==> config.mk <==
export PLATFORM = sky130hd
export DESIGN_NAME = grid_heightfield_mesh
export DESIGN_NICKNAME = d
export VERILOG_FILES = /design/src/rtl/ghm_pkg.sv /design/src/rtl/ghm_vertex.sv /design/src/rtl/grid_heightfield_mesh.sv
export SDC_FILE = /design/constraint.sdc
export NUM_CORES = 2
export LEC_CHECK = 0
export BUFFER_PORTS_ARGS = -buffer_cell sky130_fd_sc_hd__buf_2
export CORE_ASPECT_RATIO = 0.9
export CORE_MARGIN = 2
export CORE_UTILIZATION = 35
export CTS_BUF_LIST = sky130_fd_sc_hd__clkbuf_4
export CTS_CLUSTER_SIZE = 40
export DETAILED_ROUTE_END_ITERATION = 16
export PLACE_DENSITY_LB_ADDON = 0.2
export SETUP_SLACK_MARGIN = 0.15
export SLEW_MARGIN = 15
export SYNTH_ARGS = -nofsm -noshare
export SYNTH_HDL_FRONTEND = slang
export SYNTH_SLANG_ARGS = --single-unit
==> constraint.sdc <==
create_clock -name clock -period 22 [get_ports clock]
set_input_delay 4.4 -clock clock [delete_from_list [all_inputs] [get_ports clock]]
set_output_delay 4.4 -clock clock [all_outputs]
set_load 0.01 [all_outputs]
==> src/rtl/ghm_pkg.sv <==
// Shared types, constants and helpers for the heightfield grid mesh block.
package ghm_pkg;

   localparam int MAX_DIM       = 1024;
   localparam int SAMPLE_BITS   = 24;
   localparam int DIM_BITS      = $clog2(MAX_DIM);
   localparam int SIZE_BITS     = DIM_BITS + 1;
   localparam int BOUND_BITS    = 24;
   localparam int SCALE_BITS    = 32;
   localparam int CSR_IDX_BITS  = 3;
   localparam int CSR_DATA_BITS = 32;
   localparam int COORD_BITS    = 16;
   localparam int CORNER_BITS   = 22;
   localparam int Q_ONE         = 16384;

   typedef enum logic [CSR_IDX_BITS-1:0] {
      CSR_X_SIZE  = 3'd0,
      CSR_Y_SIZE  = 3'd1,
      CSR_MIN_VAL = 3'd2,
      CSR_MAX_VAL = 3'd3,
      CSR_Y_SCALE = 3'd4,
      CSR_X_STEP  = 3'd5,
      CSR_Z_STEP  = 3'd6
   } ghm_csr_type;

   typedef struct packed {
      logic        [SIZE_BITS-1:0]  x_size;
      logic        [SIZE_BITS-1:0]  y_size;
      logic signed [BOUND_BITS-1:0] min_val;
      logic signed [BOUND_BITS-1:0] max_val;
      logic        [SCALE_BITS-1:0] y_scale;
      logic        [SCALE_BITS-1:0] x_step;
      logic        [SCALE_BITS-1:0] z_step;
   } ghm_cfg_type;

   typedef struct packed {
      logic signed [COORD_BITS-1:0]  vert_x;
      logic signed [COORD_BITS-1:0]  vert_y;
      logic signed [COORD_BITS-1:0]  vert_z;
      logic                          has_quad;
      logic        [CORNER_BITS-1:0] corner_sw;
      logic        [CORNER_BITS-1:0] corner_nw;
      logic        [CORNER_BITS-1:0] corner_ne;
      logic        [CORNER_BITS-1:0] corner_se;
   } ghm_vert_type;

   // Size register clamped to 2..MAX_DIM.
   function automatic logic [SIZE_BITS-1:0] eff_size(input logic [SIZE_BITS-1:0] s);
      logic [SIZE_BITS-1:0] r;
      if (s < SIZE_BITS'(2)) begin
         r = SIZE_BITS'(2);
      end else if (s > SIZE_BITS'(MAX_DIM)) begin
         r = SIZE_BITS'(MAX_DIM);
      end else begin
         r = s;
      end
      return r;
   endfunction

endpackage

==> src/rtl/ghm_vertex.sv <==
// Vertex math for one sample: clip, height scale, grid coordinates, corner offsets.
module ghm_vertex
   import ghm_pkg::*;
(
   input  ghm_cfg_type                   cfg,
   input  logic signed [SAMPLE_BITS-1:0] sample,
   input  logic        [DIM_BITS-1:0]    column,
   input  logic        [DIM_BITS-1:0]    row,
   output ghm_vert_type                  vert
);

   localparam int DIFF_BITS = BOUND_BITS + 1;
   localparam int YP_BITS   = DIFF_BITS + SCALE_BITS + 1;
   localparam int YS_BITS   = YP_BITS - 16;
   localparam int YO_BITS   = YS_BITS + 1;
   localparam int XP_BITS   = DIM_BITS + SCALE_BITS;
   localparam int XS_BITS   = XP_BITS - 16;
   localparam int RC_BITS   = DIM_BITS + SIZE_BITS;
   localparam int CW_BITS   = CORNER_BITS + 2;

   localparam logic signed [YO_BITS-1:0] YO_HI = YO_BITS'(Q_ONE);
   localparam logic signed [YO_BITS-1:0] YO_LO = -YO_BITS'(Q_ONE);

   logic        [SIZE_BITS-1:0]  xs;
   logic signed [BOUND_BITS-1:0] v_lo;
   logic signed [BOUND_BITS-1:0] v;
   logic signed [DIFF_BITS-1:0]  diff;
   logic signed [YP_BITS-1:0]    yp;
   logic signed [YS_BITS-1:0]    ys;
   logic signed [YO_BITS-1:0]    yo;
   logic        [XP_BITS-1:0]    xp;
   logic        [XS_BITS-1:0]    xq;
   logic        [XP_BITS-1:0]    zp;
   logic        [XS_BITS-1:0]    zq;
   logic        [DIM_BITS-1:0]   col_m1;
   logic        [DIM_BITS-1:0]   row_m1;
   logic        [RC_BITS-1:0]    rc;
   logic        [CW_BITS-1:0]    base;
   logic        [CW_BITS-1:0]    sw;
   logic        [CW_BITS-1:0]    nw;
   logic                         quad;

   // Sample is shorter or equal to the bound width.
   always_comb begin
      xs   = eff_size(cfg.x_size);
      v_lo = (BOUND_BITS'(sample) < cfg.min_val) ? cfg.min_val : BOUND_BITS'(sample);
      v    = (v_lo > cfg.max_val) ? cfg.max_val : v_lo;
      diff = $signed({v[BOUND_BITS-1], v}) - $signed({cfg.min_val[BOUND_BITS-1], cfg.min_val});
      yp   = diff * $signed({1'b0, cfg.y_scale});
      ys   = yp[YP_BITS-1:16];
      yo   = $signed({ys[YS_BITS-1], ys}) - YO_HI;

      if (cfg.min_val == cfg.max_val) begin
         vert.vert_y = '0;
      end else if (yo < YO_LO) begin
         vert.vert_y = -COORD_BITS'(Q_ONE);
      end else if (yo > YO_HI) begin
         vert.vert_y = COORD_BITS'(Q_ONE);
      end else begin
         vert.vert_y = yo[COORD_BITS-1:0];
      end

      xp = XP_BITS'(column) * XP_BITS'(cfg.x_step);
      xq = xp[XP_BITS-1:16];
      if (xq > XS_BITS'(2 * Q_ONE)) begin
         vert.vert_x = COORD_BITS'(Q_ONE);
      end else begin
         vert.vert_x = xq[COORD_BITS-1:0] - COORD_BITS'(Q_ONE);
      end

      zp = XP_BITS'(row) * XP_BITS'(cfg.z_step);
      zq = zp[XP_BITS-1:16];
      if (zq > XS_BITS'(2 * Q_ONE)) begin
         vert.vert_z = -COORD_BITS'(Q_ONE);
      end else begin
         vert.vert_z = COORD_BITS'(Q_ONE) - zq[COORD_BITS-1:0];
      end

      quad   = (column != '0) && (row != '0);
      col_m1 = column - DIM_BITS'(1);
      row_m1 = row - DIM_BITS'(1);
      rc     = RC_BITS'(row_m1) * RC_BITS'(xs);
      base   = CW_BITS'(rc) + CW_BITS'(col_m1);
      sw     = base * CW_BITS'(3);
      nw     = sw + CW_BITS'(xs) * CW_BITS'(3);

      vert.has_quad = quad;
      if (quad) begin
         vert.corner_sw = sw[CORNER_BITS-1:0];
         vert.corner_nw = nw[CORNER_BITS-1:0];
         vert.corner_ne = CORNER_BITS'(nw + CW_BITS'(3));
         vert.corner_se = CORNER_BITS'(sw + CW_BITS'(3));
      end else begin
         vert.corner_sw = '0;
         vert.corner_nw = '0;
         vert.corner_ne = '0;
         vert.corner_se = '0;
      end
   end

endmodule

==> src/rtl/grid_heightfield_mesh.sv <==
// Top level: heightfield grid mesh vertex generator with config registers.
// Takes one matrix sample per cycle in row-major order and returns one mesh
// vertex per sample: x and z from the column and row counters, y from the
// clipped and scaled sample, plus the four corner offsets of the grid
// rectangle that the sample closes and a last-of-matrix flag. Sustained rate
// is one item per clock while rsp_stall stays low; a result is offered once
// its accepted sample has passed the input register and then the vertex math
// into the result register, whose multiply and saturate sets the clock.
// Stalls on the result side back up through the two registers to req_stall
// without loss.
// Write the registers only while the block is empty.
module grid_heightfield_mesh
   import ghm_pkg::*;
(
   input  logic                          clock,
   input  logic                          reset,

   input  logic                          csr_wr_en,
   input  logic [CSR_IDX_BITS-1:0]       csr_index,
   input  logic [CSR_DATA_BITS-1:0]      csr_wdata,

   input  logic                          req_valid,
   output logic                          req_stall,
   input  logic signed [SAMPLE_BITS-1:0] req_sample,

   output logic                          rsp_valid,
   input  logic                          rsp_stall,
   output logic signed [COORD_BITS-1:0]  rsp_vert_x,
   output logic signed [COORD_BITS-1:0]  rsp_vert_y,
   output logic signed [COORD_BITS-1:0]  rsp_vert_z,
   output logic                          rsp_has_quad,
   output logic [CORNER_BITS-1:0]        rsp_corner_sw,
   output logic [CORNER_BITS-1:0]        rsp_corner_nw,
   output logic [CORNER_BITS-1:0]        rsp_corner_ne,
   output logic [CORNER_BITS-1:0]        rsp_corner_se,
   output logic                          rsp_frame_end
);

   ghm_cfg_type                   cfg_ff;

   logic [DIM_BITS-1:0]           col_ff,   col_in;
   logic [DIM_BITS-1:0]           row_ff,   row_in;

   logic                          s1_valid_ff, s1_valid_in;
   logic signed [SAMPLE_BITS-1:0] s1_sample_ff;
   logic [DIM_BITS-1:0]           s1_col_ff;
   logic [DIM_BITS-1:0]           s1_row_ff;
   logic                          s1_end_ff;

   logic                          out_valid_ff, out_valid_in;
   ghm_vert_type                  out_vert_ff;
   logic                          out_end_ff;

   ghm_vert_type                  vert;
   logic [SIZE_BITS-1:0]          xs;
   logic [SIZE_BITS-1:0]          ys;
   logic                          col_end;
   logic                          row_end;
   logic                          out_free;
   logic                          s1_move;
   logic                          accept;

   always_ff @(posedge clock) begin
      if (reset) begin
         cfg_ff.x_size  <= SIZE_BITS'(2);
         cfg_ff.y_size  <= SIZE_BITS'(2);
         cfg_ff.min_val <= '0;
         cfg_ff.max_val <= '0;
         cfg_ff.y_scale <= '0;
         cfg_ff.x_step  <= SCALE_BITS'(64'h8000_0000);
         cfg_ff.z_step  <= SCALE_BITS'(64'h8000_0000);
      end else if (csr_wr_en) begin
         unique case (ghm_csr_type'(csr_index))
            CSR_X_SIZE:  cfg_ff.x_size  <= csr_wdata[SIZE_BITS-1:0];
            CSR_Y_SIZE:  cfg_ff.y_size  <= csr_wdata[SIZE_BITS-1:0];
            CSR_MIN_VAL: cfg_ff.min_val <= csr_wdata[BOUND_BITS-1:0];
            CSR_MAX_VAL: cfg_ff.max_val <= csr_wdata[BOUND_BITS-1:0];
            CSR_Y_SCALE: cfg_ff.y_scale <= csr_wdata[SCALE_BITS-1:0];
            CSR_X_STEP:  cfg_ff.x_step  <= csr_wdata[SCALE_BITS-1:0];
            CSR_Z_STEP:  cfg_ff.z_step  <= csr_wdata[SCALE_BITS-1:0];
            default: ;
         endcase
      end
   end

   always_comb begin
      xs       = eff_size(cfg_ff.x_size);
      ys       = eff_size(cfg_ff.y_size);
      col_end  = (SIZE_BITS'(col_ff) + SIZE_BITS'(1)) >= xs;
      row_end  = (SIZE_BITS'(row_ff) + SIZE_BITS'(1)) >= ys;

      out_free = !out_valid_ff || !rsp_stall;
      s1_move  = s1_valid_ff && out_free;
      req_stall = s1_valid_ff && !out_free;
      accept   = req_valid && !req_stall;

      col_in = col_ff;
      row_in = row_ff;
      if (accept) begin
         if (col_end) begin
            col_in = '0;
            row_in = row_end ? '0 : row_ff + DIM_BITS'(1);
         end else begin
            col_in = col_ff + DIM_BITS'(1);
         end
      end

      s1_valid_in  = accept || (s1_valid_ff && !out_free);
      out_valid_in = s1_move || (out_valid_ff && rsp_stall);
   end

   always_ff @(posedge clock) begin
      if (reset) begin
         col_ff       <= '0;
         row_ff       <= '0;
         s1_valid_ff  <= 1'b0;
         out_valid_ff <= 1'b0;
      end else begin
         col_ff       <= col_in;
         row_ff       <= row_in;
         s1_valid_ff  <= s1_valid_in;
         out_valid_ff <= out_valid_in;
      end
   end

   always_ff @(posedge clock) begin
      if (accept) begin
         s1_sample_ff <= req_sample;
         s1_col_ff    <= col_ff;
         s1_row_ff    <= row_ff;
         s1_end_ff    <= col_end && row_end;
      end
      if (s1_move) begin
         out_vert_ff <= vert;
         out_end_ff  <= s1_end_ff;
      end
   end

   ghm_vertex u_vertex (
      .cfg    (cfg_ff),
      .sample (s1_sample_ff),
      .column (s1_col_ff),
      .row    (s1_row_ff),
      .vert   (vert)
   );

   assign rsp_valid     = out_valid_ff;
   assign rsp_vert_x    = out_vert_ff.vert_x;
   assign rsp_vert_y    = out_vert_ff.vert_y;
   assign rsp_vert_z    = out_vert_ff.vert_z;
   assign rsp_has_quad  = out_vert_ff.has_quad;
   assign rsp_corner_sw = out_vert_ff.corner_sw;
   assign rsp_corner_nw = out_vert_ff.corner_nw;
   assign rsp_corner_ne = out_vert_ff.corner_ne;
   assign rsp_corner_se = out_vert_ff.corner_se;
   assign rsp_frame_end = out_end_ff;

endmodule

# ---- Yosys cells after proc, flatten, opt, wreduce, memory -nomap -nowiden
# Cells that the tools add are included.
dict set report op_classes {
  shifts 0
  reduce_logical 25
  order_cmp 12
  mux 10
  bitwise 0
  eq_ne 7
  multipliers 6
  n_addsub 14
  n_div 0
}
# op n
set ops {}
lappend ops {{10-bit by 32-bit multiplier with 42-bit output} 2}
lappend ops {{25-bit by 33-bit multiplier with 58-bit output} 1}
lappend ops {{26-bit by 16-bit greater-than comparator with 1-bit output, second input constant} 2}
lappend ops {{24-bit two-way mux} 2}
lappend ops {{22-bit by 2-bit adder with 22-bit output, second input constant} 2}
lappend ops {{11-bit two-way mux} 4}
lappend ops {{43-bit by 16-bit greater-than comparator with 1-bit output, second input constant} 1}
lappend ops {{43-bit by 15-bit less-than comparator with 1-bit output, second input constant} 1}
lappend ops {{42-bit by 16-bit subtractor with 43-bit output, second input constant} 1}
lappend ops {{16-bit two-way mux} 2}
lappend ops {{24-bit by 24-bit subtractor with 25-bit output} 1}
lappend ops {{24-bit == test} 1}
lappend ops {{24-bit greater-than comparator} 1}
lappend ops {{24-bit less-than comparator} 1}
lappend ops {{24-bit by 2-bit multiplier with 22-bit output, second input constant} 1}
lappend ops {{10-bit by 1-bit adder with 11-bit output, second input constant} 2}
lappend ops {{21-bit by 10-bit adder with 22-bit output} 1}
lappend ops {{22-bit by 13-bit adder with 22-bit output} 1}
lappend ops {{11-bit >= comparator} 2}
lappend ops {{11-bit greater-than comparator, second input constant} 2}
lappend ops {{11-bit by 2-bit less-than comparator with 1-bit output, second input constant} 2}
lappend ops {{10-bit by 11-bit multiplier with 21-bit output} 1}
lappend ops {{10-bit by 1-bit adder with 10-bit output, second input constant} 2}
lappend ops {{10-bit two-way mux} 2}
lappend ops {{14 further kinds} 36}
dict set report totals {
  ff_bits 371
  memories 0
  latchBits 0
  wordCells 99
  ram_bits 0
  output_inout_bits 140
  romBits 0
}

# ---- Logic depth before layout (Yosys ltp)
dict set report logic_depth {
  depth_word 10
  ltp_mapped 85
}

# ---- Hierarchy
# A second synthesis with hierarchy kept.
dict set report unflattened {
  hier_cells 7892
  hier_area_um2 69601.8
}
# mod cells_per_inst seq_area_each_um2 area_each_um2 instances
set modules_own_cells {}
lappend modules_own_cells {ghm_vertex 6735 0.0 56460.4 1}
lappend modules_own_cells {grid_heightfield_mesh 1157 9258.9 13141.4 1}

# ---- Worst setup path before layout
# No wires, ideal clock.
dict set report synth_timing {
  kind {reg2reg}
  from {reg cfg_ff[121] (netlist bit)}
  to {reg out_vert_ff (netlist bit rsp_vert_y[14]), data pin}
  required_ns 21.745
  t_arrival_ns 16.646
  setup_time_ns 0.255
  setup_slack_ns 5.099
  stages_incl_launch_ff 78
  path_cell_list {dfxtp_1 > inv_1 > ha_1 > a21oi_1 > nor2b_1 > o21ai_0 > nand2b_1 > a21oi_1 > nor2b_1 > o21ai_0 > nand2b_1 > a21oi_1 > o31ai_1 > a211oi_1 > mux2i_1 > clkbuf_1 > mux2_2 > ha_1 > [... 42 more ...] > inv_1 > ha_1 > clkbuf_1 > a21oi_1 > o21ai_0 > a31o_2 > a22oi_1 > nand2_1 > or3_1 > a32oi_2 > nor4b_4 > or4b_4 > nor3_4 > xnor2_1 > or4_4 > nor4_4 > a32oi_2 > o21ba_2}
}
dict set report synth_via {
  elab_chain_cells 10
  elab_cells_between_ends 12
  classes_between {add/sub: 2; mul: 1; order compare: 4; eq/ne: 1; mux: 4}
}
# item line
set synth_lines {}
lappend synth_lines {{start: declaration} grid_heightfield_mesh.sv:39} ;# ghm_cfg_type cfg_ff;
lappend synth_lines {{24-bit less-than comparator} ghm_vertex.sv:46} ;# v_lo = (BOUND_BITS'(sample) < cfg.min_val) ? cfg.min_val : BOUND_BITS'(sample);
lappend synth_lines {{24-bit two-way mux} ghm_vertex.sv:46}
lappend synth_lines {{24-bit greater-than comparator} ghm_vertex.sv:47} ;# v = (v_lo > cfg.max_val) ? cfg.max_val : v_lo;
lappend synth_lines {{24-bit two-way mux} ghm_vertex.sv:47}
lappend synth_lines {{24-bit by 24-bit subtractor with 25-bit output} ghm_vertex.sv:48} ;# diff = $signed({v[BOUND_BITS-1], v}) - $signed({cfg.min_val[BOUND_BITS-1], cfg.min_val});
lappend synth_lines {{25-bit by 33-bit multiplier with 58-bit output} ghm_vertex.sv:49} ;# yp = diff * $signed({1'b0, cfg.y_scale});
lappend synth_lines {{42-bit by 16-bit subtractor with 43-bit output} ghm_vertex.sv:51} ;# yo = $signed({ys[YS_BITS-1], ys}) - YO_HI;
lappend synth_lines {{43-bit by 16-bit greater-than comparator with 1-bit output} ghm_vertex.sv:57} ;# end else if (yo > YO_HI) begin
lappend synth_lines {{16-bit two-way mux} ghm_vertex.sv:57}
lappend synth_lines {{16-bit two-way mux} ghm_vertex.sv:55} ;# end else if (yo < YO_LO) begin
lappend synth_lines {{end signal: assignment} grid_heightfield_mesh.sv:134} ;# out_vert_ff <= vert;
lappend synth_lines {{end: declaration} grid_heightfield_mesh.sv:51} ;# ghm_vert_type out_vert_ff;
# Several ways; a longest one is shown, not always the timed one.
# A chain may end at the register's enable or synchronous reset.

# ---- Final worst setup path
# Same ends and word-level chain as after synthesis.

==> metrics.md <==
| Metric | Value |
|---|---|
| Max cap viols | 0 |
| Post-synthesis adder-cell area fraction | 0.4644 |
| Seq cells post-synth | approximately 370 |
| HP Start | row_ff[9]$_SDFFE_PP0P_ |
| Top cell by count, worst path | o21ai_0 |
| CTS Sinks | ~370 |
| Reg area | between 0.009 and 0.01 sq mm |
| Hold-fix buffers at CTS | 0 |
| Design Power | approximately 6 mW |
| Slowest stage cell, crit path | or4b_4 |
| Global route overflow | 0 |
| Root buffer cell | clkbuf_4 |
| Count leader, synth | nand2_1 |
| Post-synth net total | approximately 9,800 |
| WHS Path Cells | 0 |
| Pwr Density | 80.04 mW/mm^2 |
| Synth cell types | 90 |
| Lkg Pwr | between 30 and 40 nW |
| Number of post-CTS setup repair buffers | 0 |
| Number of global-route vias before repair | approximately 57,000 |
| Antenna violation net count after detailed routing | 0 |
| TNS Setup | 0 ns |
| Initial Utilization | 0.3513 |
| Top area cells in the synthesized netlist | fa_1 36%, ha_1 10%, edfxtp_1 7.9%, nand2_1 7.6%, inv_1 7.2% |
| Post-Synth Simple-Gate Area | 0.1951 |
| Reg-to-reg endpoint | rsp_vert_y[14]$_SDFFCE_PP0P_ |
| DRT Pass-1 Iters | 5 |
| Max Clock Skew | approximately 0.13 ns |
| First-pass GRT wire length | roughly 330 mm |
| Arrival time at the worst endpoint | slightly above 20 ns |
| CTS tree | built |
| Synth Area in Compound Gates | 0.07028 |
| Max-slew headroom | 0.2079 |
| H-tree depth | 3 |
| First DRT Iteration DRCs | roughly 3,200 |
| R2r worst-path depth | 75 |
| Residual DRC | 0 |
| Die width | approximately 470 um |
| Pin count of the biggest net entering global routing | a little over 100 |
| Syn Area/Cell | about 8.8 sq um |
| Fin. max-slew vios | 0 |
| Worst-path fanout max | 23 |
| Largest family of logic cells by synthesized area | adder cells |
| Inserted Clock Buffers | 107 |
| Die area | just over 0.2 sq mm |
| CP max stage delay | about 0.57 ns |
| Multi-input logic area | about 0.054 sq mm |
| Site row count | 155 |
| Initial antenna violation count | 26 |
| IO Count | 204 |
| Fmax | 50.85 MHz |
| Hold WC Path Type | flop to flop |
| Later-pin clock latency in the skew report | 1.07 ns |
| Total Wirelength | 208.1 mm |
| GRT Overall Usage | 0.2116 |
| Share of cells above drive strength 1 | 0.07725 |
| Min-Delay Endpoint | s1_row_ff[9]$_DFFE_PP_ |
| Drt via density | 4.996 |
| Ys flop type | dfxtp_1 |
| Number of synthesized flops with an enable pin | about 180 |
| Top cell type by total area after synthesis | fa_1 |
| Clock slew at reported path FFs | about 0.07 ns |
| Mux cell area share after synthesis | 0.01039 |
| Synth top area share | 0.3613 |
| Clk buf depth | 3 |
| Placer Congestion | 0.8843 |
| Top post-synthesis cells by count | 1,401 x nand2_1, 1,337 x inv_1, 1,254 x fa_1 |
| Worst R2R Start | cfg_ff[121]$_SDFFE_PP0P_ |
| Fraction of registers with async set/reset | 0 |
| Port bufs | around 200 |
| Unrepaired setup endpoints after global routing | false |
| Vias | 52,922 |
| Tmin final | 19.67 ns |
| Post-synth design cell area | 0.06949 sq mm |
| Setup-failing EPs final | 0 |
| Post-cts sizing count | 0 |
| Layout net count | between 9,000 and 10,000 |
| Final worst path period share | 0.8940 |
| Cells after Synth | roughly 7,900 |
| Chip height | approximately 430 um |
| Flop-to-flop setup slack | 2.33 ns |
| Synthesis Warnings | 0 |
| Post-Synth XOR/XNOR Area | 0.03221 |
| Worst vdd ir | 0.1153 mV |
| Area of the core | 0.1978 sq mm |
| Outcome | completed |
| WP data required | about 23 ns |
| Sequential fraction of the synthesis area | 0.1332 |
| Mean routed wirelength per cell | around 20 um |
| Final-layout fill cell count | just over 20,000 |
| CP endpoint kind | flop |
| Startpoint Class | flop |
| Actual slew at the worst max-slew pin | 1.188 ns |
| WS Path Type | flop to flop |
| Placed wire-length estimate | about 160 mm |
| Area Overhead vs Synth | 7.474% |
| Final Hold Viols | 0 |
## flip-flops by register name (all words and copies together) (netlist names), 10 cells and up
register       count
rsp_vert_z        16
rsp_corner_se     22
rsp_vert_y        16
s1_sample_ff      24
s1_col_ff         10
col_ff            10
rsp_corner_ne     22
rsp_corner_nw     22
row_ff            10
cfg_ff           166
rsp_vert_x        16
rsp_corner_sw     22
s1_row_ff         10
## cell type report
type,count,share of cell area
timing repair buffer,298,0.02324
inverter,1342,0.06745
tap,2590,0.04339
multi-input combinational,5776,0.7218
clock inverter,44,0.003803
clock buffer,156,0.01568
sequential,371,0.1241
antenna,15,0.0005026
## cell families after synthesis
| logic type | Yosys count |
|---|---|
| flip-flops | 371 |
| buffers and inverters | 1743 |
| multiplexers | 66 |
| XOR/XNOR | 254 |
| AND/OR/NAND/NOR | 2842 |
| AO/OA/AOI/OAI | 787 |
| adder cells (fa/ha/maj) | 1827 |
## critical path, delay by kind of cell, from the launching register on
kind | cells | cell delay (ns)
compound gates | 34 | 7.94
fa+ha+maj | 12 | 5.06
buf+inv | 6 | 1.28
flops | 1 | 0.44
mux | 3 | 1.08
simple gates | 20 | 3.60
## through the flow
stage	util	setup WS, ns	cell area (sq um)	hold slack (ns)	std cells
after floorplan	-	5.099	69490	0.4003	7890
after CTS	0.3774	2.483	74650	0.3495	10577
after detailed placement	0.3700	2.570	73190	0.4507	10377
after global routing	0.3775	0.7188	74670	0.3724	10587
final	0.3775	2.333	74680	0.4124	10592
after global placement	0.3700	2.778	73190	0.4446	10377
## report_power, final
part / leakage [nW] / switching [mW] / internal [mW]
clock network: 0.856 / 0.348 / 0.356
logic: 30.5 / 2.81 / 1.53
registers: 3.28 / 0.0433 / 0.892
## routing by layer
metal,GRT usage,part of all wire
met1,0.2902,0.46
met2,0.3520,0.47
met3,0.02721,0.049
met4,0.05532,0.030
met5,0,0.00013
## worst max path at each step
stage,from,end,slack (ns),cells after the start
floorplan,cfg_ff[121]$_SDFFE_PP0P_,rsp_vert_y[14]$_SDFFCE_PP0P_,5.10,77
global placement,cfg_ff[121]$_SDFFE_PP0P_,rsp_vert_y[14]$_SDFFCE_PP0P_,2.78,77
detailed placement,cfg_ff[121]$_SDFFE_PP0P_,rsp_vert_y[6]$_SDFFCE_PP0P_,2.57,75
CTS,cfg_ff[121]$_SDFFE_PP0P_,rsp_vert_y[14]$_SDFFCE_PP0P_,2.48,75
global route,cfg_ff[121]$_SDFFE_PP0P_,rsp_vert_y[14]$_SDFFCE_PP0P_,0.72,75
finish,cfg_ff[121]$_SDFFE_PP0P_,rsp_vert_y[14]$_SDFFCE_PP0P_,2.33,75
## placed cells by master (no fill, tap or decap), types with 99 or more instances in the layout
| cell | instances |
|---|---|
| xnor2_1 | 137 |
| and2_1 | 577 |
| o21ai_0 | 124 |
| clkbuf_4 | 156 |
| xor2_1 | 101 |
| edfxtp_1 | 183 |
| buf_2 | 202 |
| fa_1 | 1254 |
| nand2_1 | 1401 |
| nor2_1 | 296 |
| inv_1 | 1336 |
| a21oi_1 | 345 |
| ha_1 | 572 |
| nor2b_1 | 99 |
| dfxtp_1 | 181 |
Note: power is estimated with default switching activity, not from simulation.
